$ cat src/hw/rtl/overwriting_ring_with_offset_search_assert.svh
// assertion macros used by the overwriting ring datapath
`ifndef OVERWRITING_RING_WITH_OFFSET_SEARCH_ASSERT_SVH
`define OVERWRITING_RING_WITH_OFFSET_SEARCH_ASSERT_SVH

// condition holds at every clock edge out of reset
`define ORWS_ASSERT_ALWAYS(lbl, clk_s, rst_s, cond) \
  lbl: assert property (@(posedge clk_s) disable iff (!rst_s) (cond)) \
    else $error("orws assertion failed");

// antecedent implies consequent on the following edge
`define ORWS_ASSERT_NEXT(lbl, clk_s, rst_s, ante, cons) \
  lbl: assert property (@(posedge clk_s) disable iff (!rst_s) (ante) |=> (cons)) \
    else $error("orws assertion failed");

`endif

$ cat src/hw/rtl/orws_pkg.sv
// shared types and constants of the overwriting ring with offset search
`timescale 1ns / 1ps

package orws_pkg;

  // default ring depth
  localparam int SLOTS_DEFAULT = 16;

  // field widths
  localparam int HANDLE_W   = 32;
  localparam int SIZE_W     = 16;
  localparam int OFFSET_W   = 20;
  localparam int SLOT_IDX_W = 4;

  // action codes
  localparam logic ACT_ADD  = 1'b0;
  localparam logic ACT_FIND = 1'b1;

  // input word
  typedef struct packed {
    logic                action;
    logic [HANDLE_W-1:0] entry_handle;
    logic [SIZE_W-1:0]   entry_size;
    logic [OFFSET_W-1:0] seek_offset;
  } in_word_t;

  // result word
  typedef struct packed {
    logic                  found;
    logic [SLOT_IDX_W-1:0] slot_index;
    logic [HANDLE_W-1:0]   found_handle;
    logic [SIZE_W-1:0]     found_size;
    logic [SIZE_W-1:0]     byte_in_entry;
  } out_word_t;

  // controller to datapath commands
  typedef struct packed {
    logic add;
    logic find_start;
    logic walk;
    logic out_load;
  } dp_cmd_t;

  // datapath to controller status
  typedef struct packed {
    logic hit;
    logic miss;
  } dp_status_t;

endpackage

$ cat src/hw/rtl/orws_in_if.sv
// input channel interface: valid, ready and the request word fields
`timescale 1ns / 1ps

interface orws_in_if;
  logic                          valid;
  logic                          ready;
  logic                          action;
  logic [orws_pkg::HANDLE_W-1:0] entry_handle;
  logic [orws_pkg::SIZE_W-1:0]   entry_size;
  logic [orws_pkg::OFFSET_W-1:0] seek_offset;

  modport source (output valid, action, entry_handle, entry_size, seek_offset,
                  input ready);
  modport sink (input valid, action, entry_handle, entry_size, seek_offset,
                output ready);
endinterface

$ cat src/hw/rtl/orws_out_if.sv
// result channel interface: valid, ready and the result word fields
`timescale 1ns / 1ps

interface orws_out_if;
  logic                            valid;
  logic                            ready;
  logic                            found;
  logic [orws_pkg::SLOT_IDX_W-1:0] slot_index;
  logic [orws_pkg::HANDLE_W-1:0]   found_handle;
  logic [orws_pkg::SIZE_W-1:0]     found_size;
  logic [orws_pkg::SIZE_W-1:0]     byte_in_entry;

  modport source (output valid, found, slot_index, found_handle, found_size,
                  byte_in_entry, input ready);
  modport sink (input valid, found, slot_index, found_handle, found_size,
                byte_in_entry, output ready);
endinterface

$ cat src/hw/rtl/orws_datapath.sv
// ring datapath: pointers, slot memory, offset walk and result registers
`timescale 1ns / 1ps
`include "overwriting_ring_with_offset_search_assert.svh"

module orws_datapath #(
  parameter int SLOTS = orws_pkg::SLOTS_DEFAULT
) (
  input  logic                  clk,
  input  logic                  rst_n,
  input  orws_pkg::in_word_t    in_word,
  input  orws_pkg::dp_cmd_t     cmd,
  output orws_pkg::dp_status_t  status,
  output orws_pkg::out_word_t   out_word
);
  import orws_pkg::*;

  localparam int PTR_W = (SLOTS > 1) ? $clog2(SLOTS) : 1;
  localparam int CNT_W = $clog2(SLOTS + 1);
  localparam int ACC_W = (SIZE_W + CNT_W > OFFSET_W) ? SIZE_W + CNT_W : OFFSET_W;
  localparam logic [PTR_W-1:0]   LAST_SLOT = PTR_W'(SLOTS - 1);
  localparam logic [CNT_W:0]     SLOTS_WIDE = (CNT_W + 1)'(SLOTS);
  localparam logic [CNT_W-1:0]   SLOTS_CNT = CNT_W'(SLOTS);

  function automatic logic [PTR_W-1:0] wrap_next(input logic [PTR_W-1:0] p);
    return (p == LAST_SLOT) ? '0 : p + PTR_W'(1);
  endfunction

  // ring pointers
  logic [PTR_W-1:0] wp_r, rp_r;
  logic             full_r;

  // slot memory
  logic [HANDLE_W-1:0] mem_handle [SLOTS];
  logic [SIZE_W-1:0]   mem_size   [SLOTS];

  // walk state
  logic [PTR_W-1:0]    issue_idx_r;
  logic [CNT_W-1:0]    issue_left_r;
  logic [PTR_W-1:0]    rd_idx_r;
  logic                rd_vld_r;
  logic [HANDLE_W-1:0] rd_handle_r;
  logic [SIZE_W-1:0]   rd_size_r;
  logic [OFFSET_W-1:0] offset_r;
  logic [ACC_W-1:0]    base_r;

  // result and output registers
  out_word_t res_r, out_r;

  logic [CNT_W:0]              wrap_sum;
  logic [CNT_W-1:0]            count;
  logic [ACC_W-1:0]            end_sum;
  logic [ACC_W-1:0]            diff;
  logic                        in_range;
  logic [SLOT_IDX_W+PTR_W-1:0] idx_ext;
  out_word_t                   hit_word;

  // occupied slot count
  always_comb begin
    wrap_sum = (CNT_W + 1)'(wp_r) + SLOTS_WIDE - (CNT_W + 1)'(rp_r);
    if (full_r) begin
      count = SLOTS_CNT;
    end else if (wp_r >= rp_r) begin
      count = CNT_W'(wp_r - rp_r);
    end else begin
      count = wrap_sum[CNT_W-1:0];
    end
  end

  // compare stage of the walk
  always_comb begin
    end_sum  = base_r + ACC_W'(rd_size_r);
    diff     = ACC_W'(offset_r) - base_r;
    in_range = ACC_W'(offset_r) < end_sum;
    idx_ext  = {{SLOT_IDX_W{1'b0}}, rd_idx_r};
    status.hit  = rd_vld_r && in_range;
    status.miss = (issue_left_r == '0) && (!rd_vld_r || !in_range);
    hit_word.found         = 1'b1;
    hit_word.slot_index    = idx_ext[SLOT_IDX_W-1:0];
    hit_word.found_handle  = rd_handle_r;
    hit_word.found_size    = rd_size_r;
    hit_word.byte_in_entry = diff[SIZE_W-1:0];
  end

  // pointer update on add
  always_ff @(posedge clk) begin
    if (!rst_n) begin
      wp_r   <= '0;
      rp_r   <= '0;
      full_r <= 1'b0;
    end else if (cmd.add) begin
      wp_r <= wrap_next(wp_r);
      if (full_r) begin
        rp_r <= wrap_next(rp_r);
      end
      full_r <= full_r | (wrap_next(wp_r) == rp_r);
    end
  end

  // slot memory write port
  always_ff @(posedge clk) begin
    if (cmd.add) begin
      mem_handle[wp_r] <= in_word.entry_handle;
      mem_size[wp_r]   <= in_word.entry_size;
    end
  end

  // slot memory read port
  always_ff @(posedge clk) begin
    rd_handle_r <= mem_handle[issue_idx_r];
    rd_size_r   <= mem_size[issue_idx_r];
  end

  // walk sequencing, one slot issued per cycle
  always_ff @(posedge clk) begin
    if (!rst_n) begin
      rd_vld_r     <= 1'b0;
      issue_left_r <= '0;
    end else if (cmd.find_start) begin
      issue_idx_r  <= rp_r;
      issue_left_r <= count;
      rd_vld_r     <= 1'b0;
      base_r       <= '0;
      offset_r     <= in_word.seek_offset;
    end else if (cmd.walk) begin
      rd_vld_r <= (issue_left_r != '0);
      rd_idx_r <= issue_idx_r;
      if (issue_left_r != '0) begin
        issue_idx_r  <= wrap_next(issue_idx_r);
        issue_left_r <= issue_left_r - CNT_W'(1);
      end
      if (rd_vld_r) begin
        base_r <= end_sum;
      end
    end
  end

  // result capture and output register
  always_ff @(posedge clk) begin
    if (cmd.add) begin
      res_r <= '0;
    end else if (cmd.walk && status.hit) begin
      res_r <= hit_word;
    end else if (cmd.walk && status.miss) begin
      res_r <= '0;
    end
    if (cmd.out_load) begin
      out_r <= res_r;
    end
  end

  assign out_word = out_r;

  // a full ring stays full and keeps its pointers together; hit and miss never coincide
  `ORWS_ASSERT_NEXT(a_full_sticky, clk, rst_n, full_r, full_r)
  `ORWS_ASSERT_ALWAYS(a_full_ptrs, clk, rst_n, !full_r || (wp_r == rp_r))
  `ORWS_ASSERT_ALWAYS(a_hit_miss_excl, clk, rst_n, !(status.hit && status.miss))

endmodule

$ cat src/hw/rtl/orws_ctrl.sv
// ring controller: accepts words, sequences the walk and loads the output
`timescale 1ns / 1ps

module orws_ctrl (
  input  logic                 clk,
  input  logic                 rst_n,
  input  logic                 in_valid,
  input  logic                 in_action,
  output logic                 in_ready,
  output logic                 out_valid,
  input  logic                 out_ready,
  output orws_pkg::dp_cmd_t    cmd,
  input  orws_pkg::dp_status_t status
);
  import orws_pkg::*;

  typedef enum logic [1:0] {
    ST_IDLE,
    ST_WALK,
    ST_POST
  } state_t;

  state_t state_r, state_nxt;
  logic   out_valid_r, out_valid_nxt;
  logic   accept;
  logic   out_free;

  // commands to the datapath
  always_comb begin
    accept         = (state_r == ST_IDLE) && in_valid;
    out_free       = !out_valid_r || out_ready;
    cmd.add        = accept && (in_action == ACT_ADD);
    cmd.find_start = accept && (in_action == ACT_FIND);
    cmd.walk       = (state_r == ST_WALK);
    cmd.out_load   = (state_r == ST_POST) && out_free;
  end

  // next state
  always_comb begin
    state_nxt = state_r;
    unique case (state_r)
      ST_IDLE: begin
        if (cmd.add) begin
          state_nxt = ST_POST;
        end else if (cmd.find_start) begin
          state_nxt = ST_WALK;
        end
      end
      ST_WALK: begin
        if (status.hit || status.miss) begin
          state_nxt = ST_POST;
        end
      end
      ST_POST: begin
        if (out_free) begin
          state_nxt = ST_IDLE;
        end
      end
      default: state_nxt = ST_IDLE;
    endcase
    if (cmd.out_load) begin
      out_valid_nxt = 1'b1;
    end else if (out_ready) begin
      out_valid_nxt = 1'b0;
    end else begin
      out_valid_nxt = out_valid_r;
    end
  end

  // state and registered outputs
  always_ff @(posedge clk) begin
    if (!rst_n) begin
      state_r     <= ST_IDLE;
      out_valid_r <= 1'b0;
    end else begin
      state_r     <= state_nxt;
      out_valid_r <= out_valid_nxt;
    end
  end

  assign in_ready  = (state_r == ST_IDLE);
  assign out_valid = out_valid_r;

endmodule

$ cat src/hw/rtl/overwriting_ring_with_offset_search.sv
// top level of the overwriting ring with offset search
//
//   channel  dir  handshake      word
//   in_ch    in   valid/ready    action, entry_handle, entry_size, seek_offset
//   out_ch   out  valid/ready    found, slot_index, found_handle, found_size,
//                                byte_in_entry
//
// an add writes its slot and clears the result register, which is loaded into the output
// register once that is free; a find walks the occupied slots from the oldest, ending early
// on a hit, through the single slot memory read port, one slot per cycle
// reset is synchronous and clears the pointers and full flag; slot memory is not cleared
// one word is in work at a time; the next is accepted once the previous result sits
// in the output register, where it holds while out_ch.ready is low
`timescale 1ns / 1ps

module overwriting_ring_with_offset_search #(
  parameter int SLOTS = orws_pkg::SLOTS_DEFAULT
) (
  input logic       clk,
  input logic       rst_n,
  orws_in_if.sink   in_ch,
  orws_out_if.source out_ch
);
  import orws_pkg::*;

  in_word_t   in_word;
  out_word_t  out_word;
  dp_cmd_t    cmd;
  dp_status_t status;

  // request word from the channel
  always_comb begin
    in_word.action       = in_ch.action;
    in_word.entry_handle = in_ch.entry_handle;
    in_word.entry_size   = in_ch.entry_size;
    in_word.seek_offset  = in_ch.seek_offset;
  end

  // controller
  orws_ctrl u_ctrl (
    .clk       (clk),
    .rst_n     (rst_n),
    .in_valid  (in_ch.valid),
    .in_action (in_ch.action),
    .in_ready  (in_ch.ready),
    .out_valid (out_ch.valid),
    .out_ready (out_ch.ready),
    .cmd       (cmd),
    .status    (status)
  );

  // datapath
  orws_datapath #(
    .SLOTS (SLOTS)
  ) u_datapath (
    .clk      (clk),
    .rst_n    (rst_n),
    .in_word  (in_word),
    .cmd      (cmd),
    .status   (status),
    .out_word (out_word)
  );

  // result word to the channel
  assign out_ch.found         = out_word.found;
  assign out_ch.slot_index    = out_word.slot_index;
  assign out_ch.found_handle  = out_word.found_handle;
  assign out_ch.found_size    = out_word.found_size;
  assign out_ch.byte_in_entry = out_word.byte_in_entry;

endmodule
$ cat src/flat_wrapper.sv
// flat-port wrapper written by rule: the top's interface ports become plain ports
module overwriting_ring_with_offset_search_flat import orws_pkg::*;
#(
  parameter int SLOTS = orws_pkg::SLOTS_DEFAULT
)
  (clk, rst_n, in_ch_valid, in_ch_action, in_ch_entry_handle, in_ch_entry_size, in_ch_seek_offset, in_ch_ready, out_ch_valid, out_ch_found, out_ch_slot_index, out_ch_found_handle, out_ch_found_size, out_ch_byte_in_entry, out_ch_ready);
  orws_in_if in_ch_i ();
  orws_out_if out_ch_i ();
  input logic clk;
  input logic rst_n;
  input wire logic [$bits(in_ch_i.valid)-1:0] in_ch_valid;
  input wire logic [$bits(in_ch_i.action)-1:0] in_ch_action;
  input wire logic [$bits(in_ch_i.entry_handle)-1:0] in_ch_entry_handle;
  input wire logic [$bits(in_ch_i.entry_size)-1:0] in_ch_entry_size;
  input wire logic [$bits(in_ch_i.seek_offset)-1:0] in_ch_seek_offset;
  output wire logic [$bits(in_ch_i.ready)-1:0] in_ch_ready;
  output wire logic [$bits(out_ch_i.valid)-1:0] out_ch_valid;
  output wire logic [$bits(out_ch_i.found)-1:0] out_ch_found;
  output wire logic [$bits(out_ch_i.slot_index)-1:0] out_ch_slot_index;
  output wire logic [$bits(out_ch_i.found_handle)-1:0] out_ch_found_handle;
  output wire logic [$bits(out_ch_i.found_size)-1:0] out_ch_found_size;
  output wire logic [$bits(out_ch_i.byte_in_entry)-1:0] out_ch_byte_in_entry;
  input wire logic [$bits(out_ch_i.ready)-1:0] out_ch_ready;
  assign in_ch_i.valid = in_ch_valid;
  assign in_ch_i.action = in_ch_action;
  assign in_ch_i.entry_handle = in_ch_entry_handle;
  assign in_ch_i.entry_size = in_ch_entry_size;
  assign in_ch_i.seek_offset = in_ch_seek_offset;
  assign in_ch_ready = in_ch_i.ready;
  assign out_ch_valid = out_ch_i.valid;
  assign out_ch_found = out_ch_i.found;
  assign out_ch_slot_index = out_ch_i.slot_index;
  assign out_ch_found_handle = out_ch_i.found_handle;
  assign out_ch_found_size = out_ch_i.found_size;
  assign out_ch_byte_in_entry = out_ch_i.byte_in_entry;
  assign out_ch_i.ready = out_ch_ready;
  overwriting_ring_with_offset_search #(.SLOTS(SLOTS)) u_core (.clk(clk), .rst_n(rst_n), .in_ch(in_ch_i), .out_ch(out_ch_i));
endmodule
$ cat config.mk
export PLATFORM = sky130hd
export DESIGN_NAME = overwriting_ring_with_offset_search_flat
export DESIGN_NICKNAME = d
export VERILOG_FILES = /design/src/hw/rtl/orws_pkg.sv /design/src/hw/rtl/orws_in_if.sv /design/src/hw/rtl/orws_out_if.sv /design/src/hw/rtl/orws_datapath.sv /design/src/hw/rtl/orws_ctrl.sv /design/src/hw/rtl/overwriting_ring_with_offset_search.sv /design/src/flat_wrapper.sv
export VERILOG_INCLUDE_DIRS = /design/src /design/src/hw/rtl
export SDC_FILE = /design/constraint.sdc
export NUM_CORES = 1
export LEC_CHECK = 0
export BUFFER_PORTS_ARGS = -buffer_cell sky130_fd_sc_hd__buf_2
export CORE_MARGIN = 4
export CORE_UTILIZATION = 55
export DETAILED_ROUTE_END_ITERATION = 10
export PLACE_DENSITY_LB_ADDON = 0.25
export SLEW_MARGIN = 25
export SYNTH_ARGS = -nofsm -noshare
export SYNTH_HDL_FRONTEND = slang
export SYNTH_HIERARCHICAL = 1
export SYNTH_SLANG_ARGS = --single-unit
export TNS_END_PERCENT = 5
$ cat constraint.sdc
create_clock -name clk -period 3.95 [get_ports clk]
set_input_delay 1.185 -clock clk [delete_from_list [all_inputs] [get_ports clk]]
set_output_delay 1.185 -clock clk [all_outputs]
set_load 0.02 [all_outputs]
==> summary.md <==
| Metric | Value |
|---|---|
| R2R Setup Slk | `-510 ps` |
| Share of cells above drive strength 1 | `23.7%` |
| Count of cell types in the netlist | `between 70 and 80` |
| Synthesized area | `39900 um^2` |
| Crit path required time | `4520 ps` |
| Max incr delay on CP | `450 ps` |
| CP Launch Type | `register` |
| Clock sinks | `1021` |
| Mean post-synth cell area | `17.3 um^2` |
| Synth Instances | `2313` |
| Die height | `roughly 280 um` |
| Vias/cell | `6.13` |
| PD cells | `between 500 and 600 nW/um^2` |
| Outcome | `finished with violations` |
| Synth Register Bits | `1021` |
| Slew HR | `37.3%` |
| Initial cell density of the core | `55.7%` |
| Worst setup EP type | `register` |
| Fin util | `65.0%` |
| Setup ws final | `-511 ps` |
| Vias | `22200` |
| Failing checks | `setup timing` |
| Detailed Route Iter0 Violations | `2151` |
| Number of synthesized flops with an enable pin | `roughly 890` |
| Top_reg_cell synth | `edfxtp_1` |
| Post-layout min period | `4460 ps` |
| WS Path Type | `register to register` |
| Post-placement cell count | `about 3400` |
| Drt pass-1 iters | `7` |
| Sequential cell area | `slightly below 30000 um^2` |
| Root buffer cell | `clkbuf_16` |
| Hold Vio Cnt, Final | `0` |
| Max Slew Vio Count | `0` |
| Sequential fraction of the synthesis area | `between 70% and 80%` |
| Reg clk slew, reported paths | `60 ps` |
| Top Ports | `between 100 and 150` |
| DRC viols | `0` |
| Setup Viol. Count Final | `71` |
| Ys Warns | `6` |
| Gpl congestion | `roughly 0.82` |
| Routed length per placed instance | `25.7 um` |
| Final net count | `2723` |
| Peak Freq | `roughly 220 MHz` |
| Core area | `71700 um^2` |
| Worst Max-Slew Pin Slew | `940 ps` |
| Worst hold path type | `register to register` |
| Vias in the first global route | `about 22000` |
| Total grt overflow | `0` |
| Commonest non-fill, non-tap cell in the layout | `edfxtp_1` |
| Critical path cell sequence | `ha_1 > a21o_1 > a21o_1 > a2111oi_4 > o21ai_2 > buf_4 > o31a_1 > nor2_2 > xor2_2 > ha_4 > a211oi_2 > nor2_1 > nor3_2 > o31a_1 > a311oi_4 > a31oi_4 > buf_12 > clkbuf_16 > buf_8 > nand3b_1 > a21oi_2` |
| Most frequent cells in the layout | `edfxtp_1 (886), mux2i_1 (194), buf_2 (143), dfxtp_1 (135), nand2_1 (124)` |
| Min Hold Slack | `approximately 430 ps` |
| First-pass GRT wire length | `139000 um` |
| Initial antenna violation count | `13` |
| Max IR drop VDD | `0.438 mV` |
| Area occupied by multi-input gates | `slightly above 10000 um^2` |
| Fillers | `4794` |
| Clk buf depth | `3` |
| Final period utilization | `113%` |
| Worst skew pair latency | `roughly 670 ps` |
| Synth-to-Final Area Change | `16.8%` |
| CTS tree | `yes` |
| Maximum fanout along the worst path | `8` |
| H-Tree Depth | `3` |
| Buffers on Ports | `143` |
| DP Wirelength | `52100 um` |
| DIE WIDTH | `approximately 280 um` |
| Pin count of the biggest net entering global routing | `70` |
| Synth async-reset ratio | `0%` |
| Final non-filler cell total | `3629` |
| Synth Net Count | `2451` |
| Routed wire length | `roughly 93000 um` |
| Final ANT Viol Nets | `0` |
| Die footprint | `77000 um^2` |
| Slowest-stage cell, CP | `a2111oi_4` |
| Worst Path Arrival | `between 5000 and 6000 ps` |
| Leak pwr | `16.3 nW` |
| CTS Buf Count | `100` |
| Clk_skew | `31.1 ps` |
| Number of max-cap violations | `0` |
| Row cnt | `98` |
| GRT Util Overall | `23.8%` |
| RSZ-0062 raised after global routing | `yes` |
-- through the flow --
step	power (mW)	cell area (um^2)	worst slack (ps)	TNS, ps
2_1_floorplan	13.2	40000	7.01	0
3_3_place_gp	13.8	42700	-420	-25190
3_5_place_dp	13.9	42800	-541	-32920
4_1_cts	23.5	46500	-436	-25860
5_1_grt	24.3	46600	-670	-42610
6_report	23.5	46600	-511	-29600
-- repair_timing --
item	in CTS	in global routing
setup endpoints to repair	71	71
endpoints found under the hold margin	0	0
setup buffers	10	4
gates resized for setup	28	24
gates cloned	3	3
pin swaps	53	45
hold buffers	0	0
-- flip-flops by register name, summed over array words and instances, names as in the netlist --
signal	flops
u_core/u_ctrl/out_valid	1
u_core/u_ctrl/state_r	2
u_core/u_datapath/base_r	21
u_core/u_datapath/full_r	1
u_core/u_datapath/issue_idx_r	4
u_core/u_datapath/issue_left_r	5
u_core/u_datapath/mem_handle	512
u_core/u_datapath/mem_size	256
u_core/u_datapath/offset_r	20
u_core/u_datapath/out_word	69
u_core/u_datapath/rd_handle_r	32
u_core/u_datapath/rd_idx_r	4
u_core/u_datapath/rd_size_r	16
u_core/u_datapath/rd_vld_r	1
u_core/u_datapath/res_r	69
u_core/u_datapath/rp_r	4
u_core/u_datapath/wp_r	4
-- critical path, delay by kind of cell (launching register included) --
kind,cells,cell delay [ps]
AO/OA/AOI/OAI,10,2100
buffers and inverters,4,630
AND/OR/NAND/NOR,4,530
adder cells (fa/ha/maj),2,460
flip-flops,1,400
XOR/XNOR,1,230
-- synth_stat cells (all sizes together), types with 40 or more instances --
library cell / n / area (um^2)
a21oi: 94 / 519
buf: 40 / 262
nand2: 131 / 507
dfxtp: 135 / 2700
ha: 62 / 776
nand3b: 68 / 510
nor2: 56 / 218
a22oi: 46 / 345
edfxtp: 886 / 26600
clkbuf: 81 / 304
mux4: 96 / 2160
mux2i: 194 / 1940
a221oi: 97 / 850
o21ai: 69 / 345
-- metal layers --
| metal | vias up | GRT usage, % | wire length [um] |
|---|---|---|---|
| li1 | 9763 | - | - |
| met1 | 11500 | 33.2 | 38700 |
| met2 | 860 | 39.7 | 46100 |
| met3 | 126 | 3.83 | 6730 |
| met4 | 12 | 5.80 | 1570 |
| met5 | - | 0 | 81 |
-- layout make-up --
type                            count  area share (%)
Antenna cell                        8          0.0429
Clock inverter                     57            1.44
Sequential cell                  1021            62.8
Inverter                           32           0.258
Timing Repair Buffer              291            5.13
Tap cell                          950            2.55
Clock buffer                      131            5.90
Multi-Input combinational cell   1139            21.9
-- cell families (layout without fill, tap and decap cells) --
family,count (synthesis),count (layout),synth area share (%)
DFF,1021,1021,73.4
AOI/OAI and AO/OA,390,390,6.96
and+or+nand+nor,354,354,4.70
muxes,292,292,10.3
buffers and inverters,153,511,1.72
adders and majority gates,65,65,2.09
xor gates and xnor gates,38,38,0.833
other,0,8,0
-- final timing paths --
check	to	start	cells after the start
worst max-delay path	u_core/u_datapath/res_r[9]$_SDFFE_PP0P_	u_core/u_datapath/base_r[1]$_SDFFCE_PP0P_	21
worst min-delay path	u_core/u_datapath/out_word[17]$_DFFE_PP_	u_core/u_datapath/res_r[17]$_SDFFE_PP0P_	0
worst min register to register	u_core/u_datapath/out_word[17]$_DFFE_PP_	u_core/u_datapath/res_r[17]$_SDFFE_PP0P_	0
worst max register to register	u_core/u_datapath/res_r[9]$_SDFFE_PP0P_	u_core/u_datapath/base_r[1]$_SDFFCE_PP0P_	21
-- power breakdown --
group	internal, mW	switching (mW)
Clock	5.72	3.99
Sequential	11.9	0.0958
Combinational	0.713	1.01
Total	18.4	5.10
No activity file was read; power rests on OpenSTA's default activity.
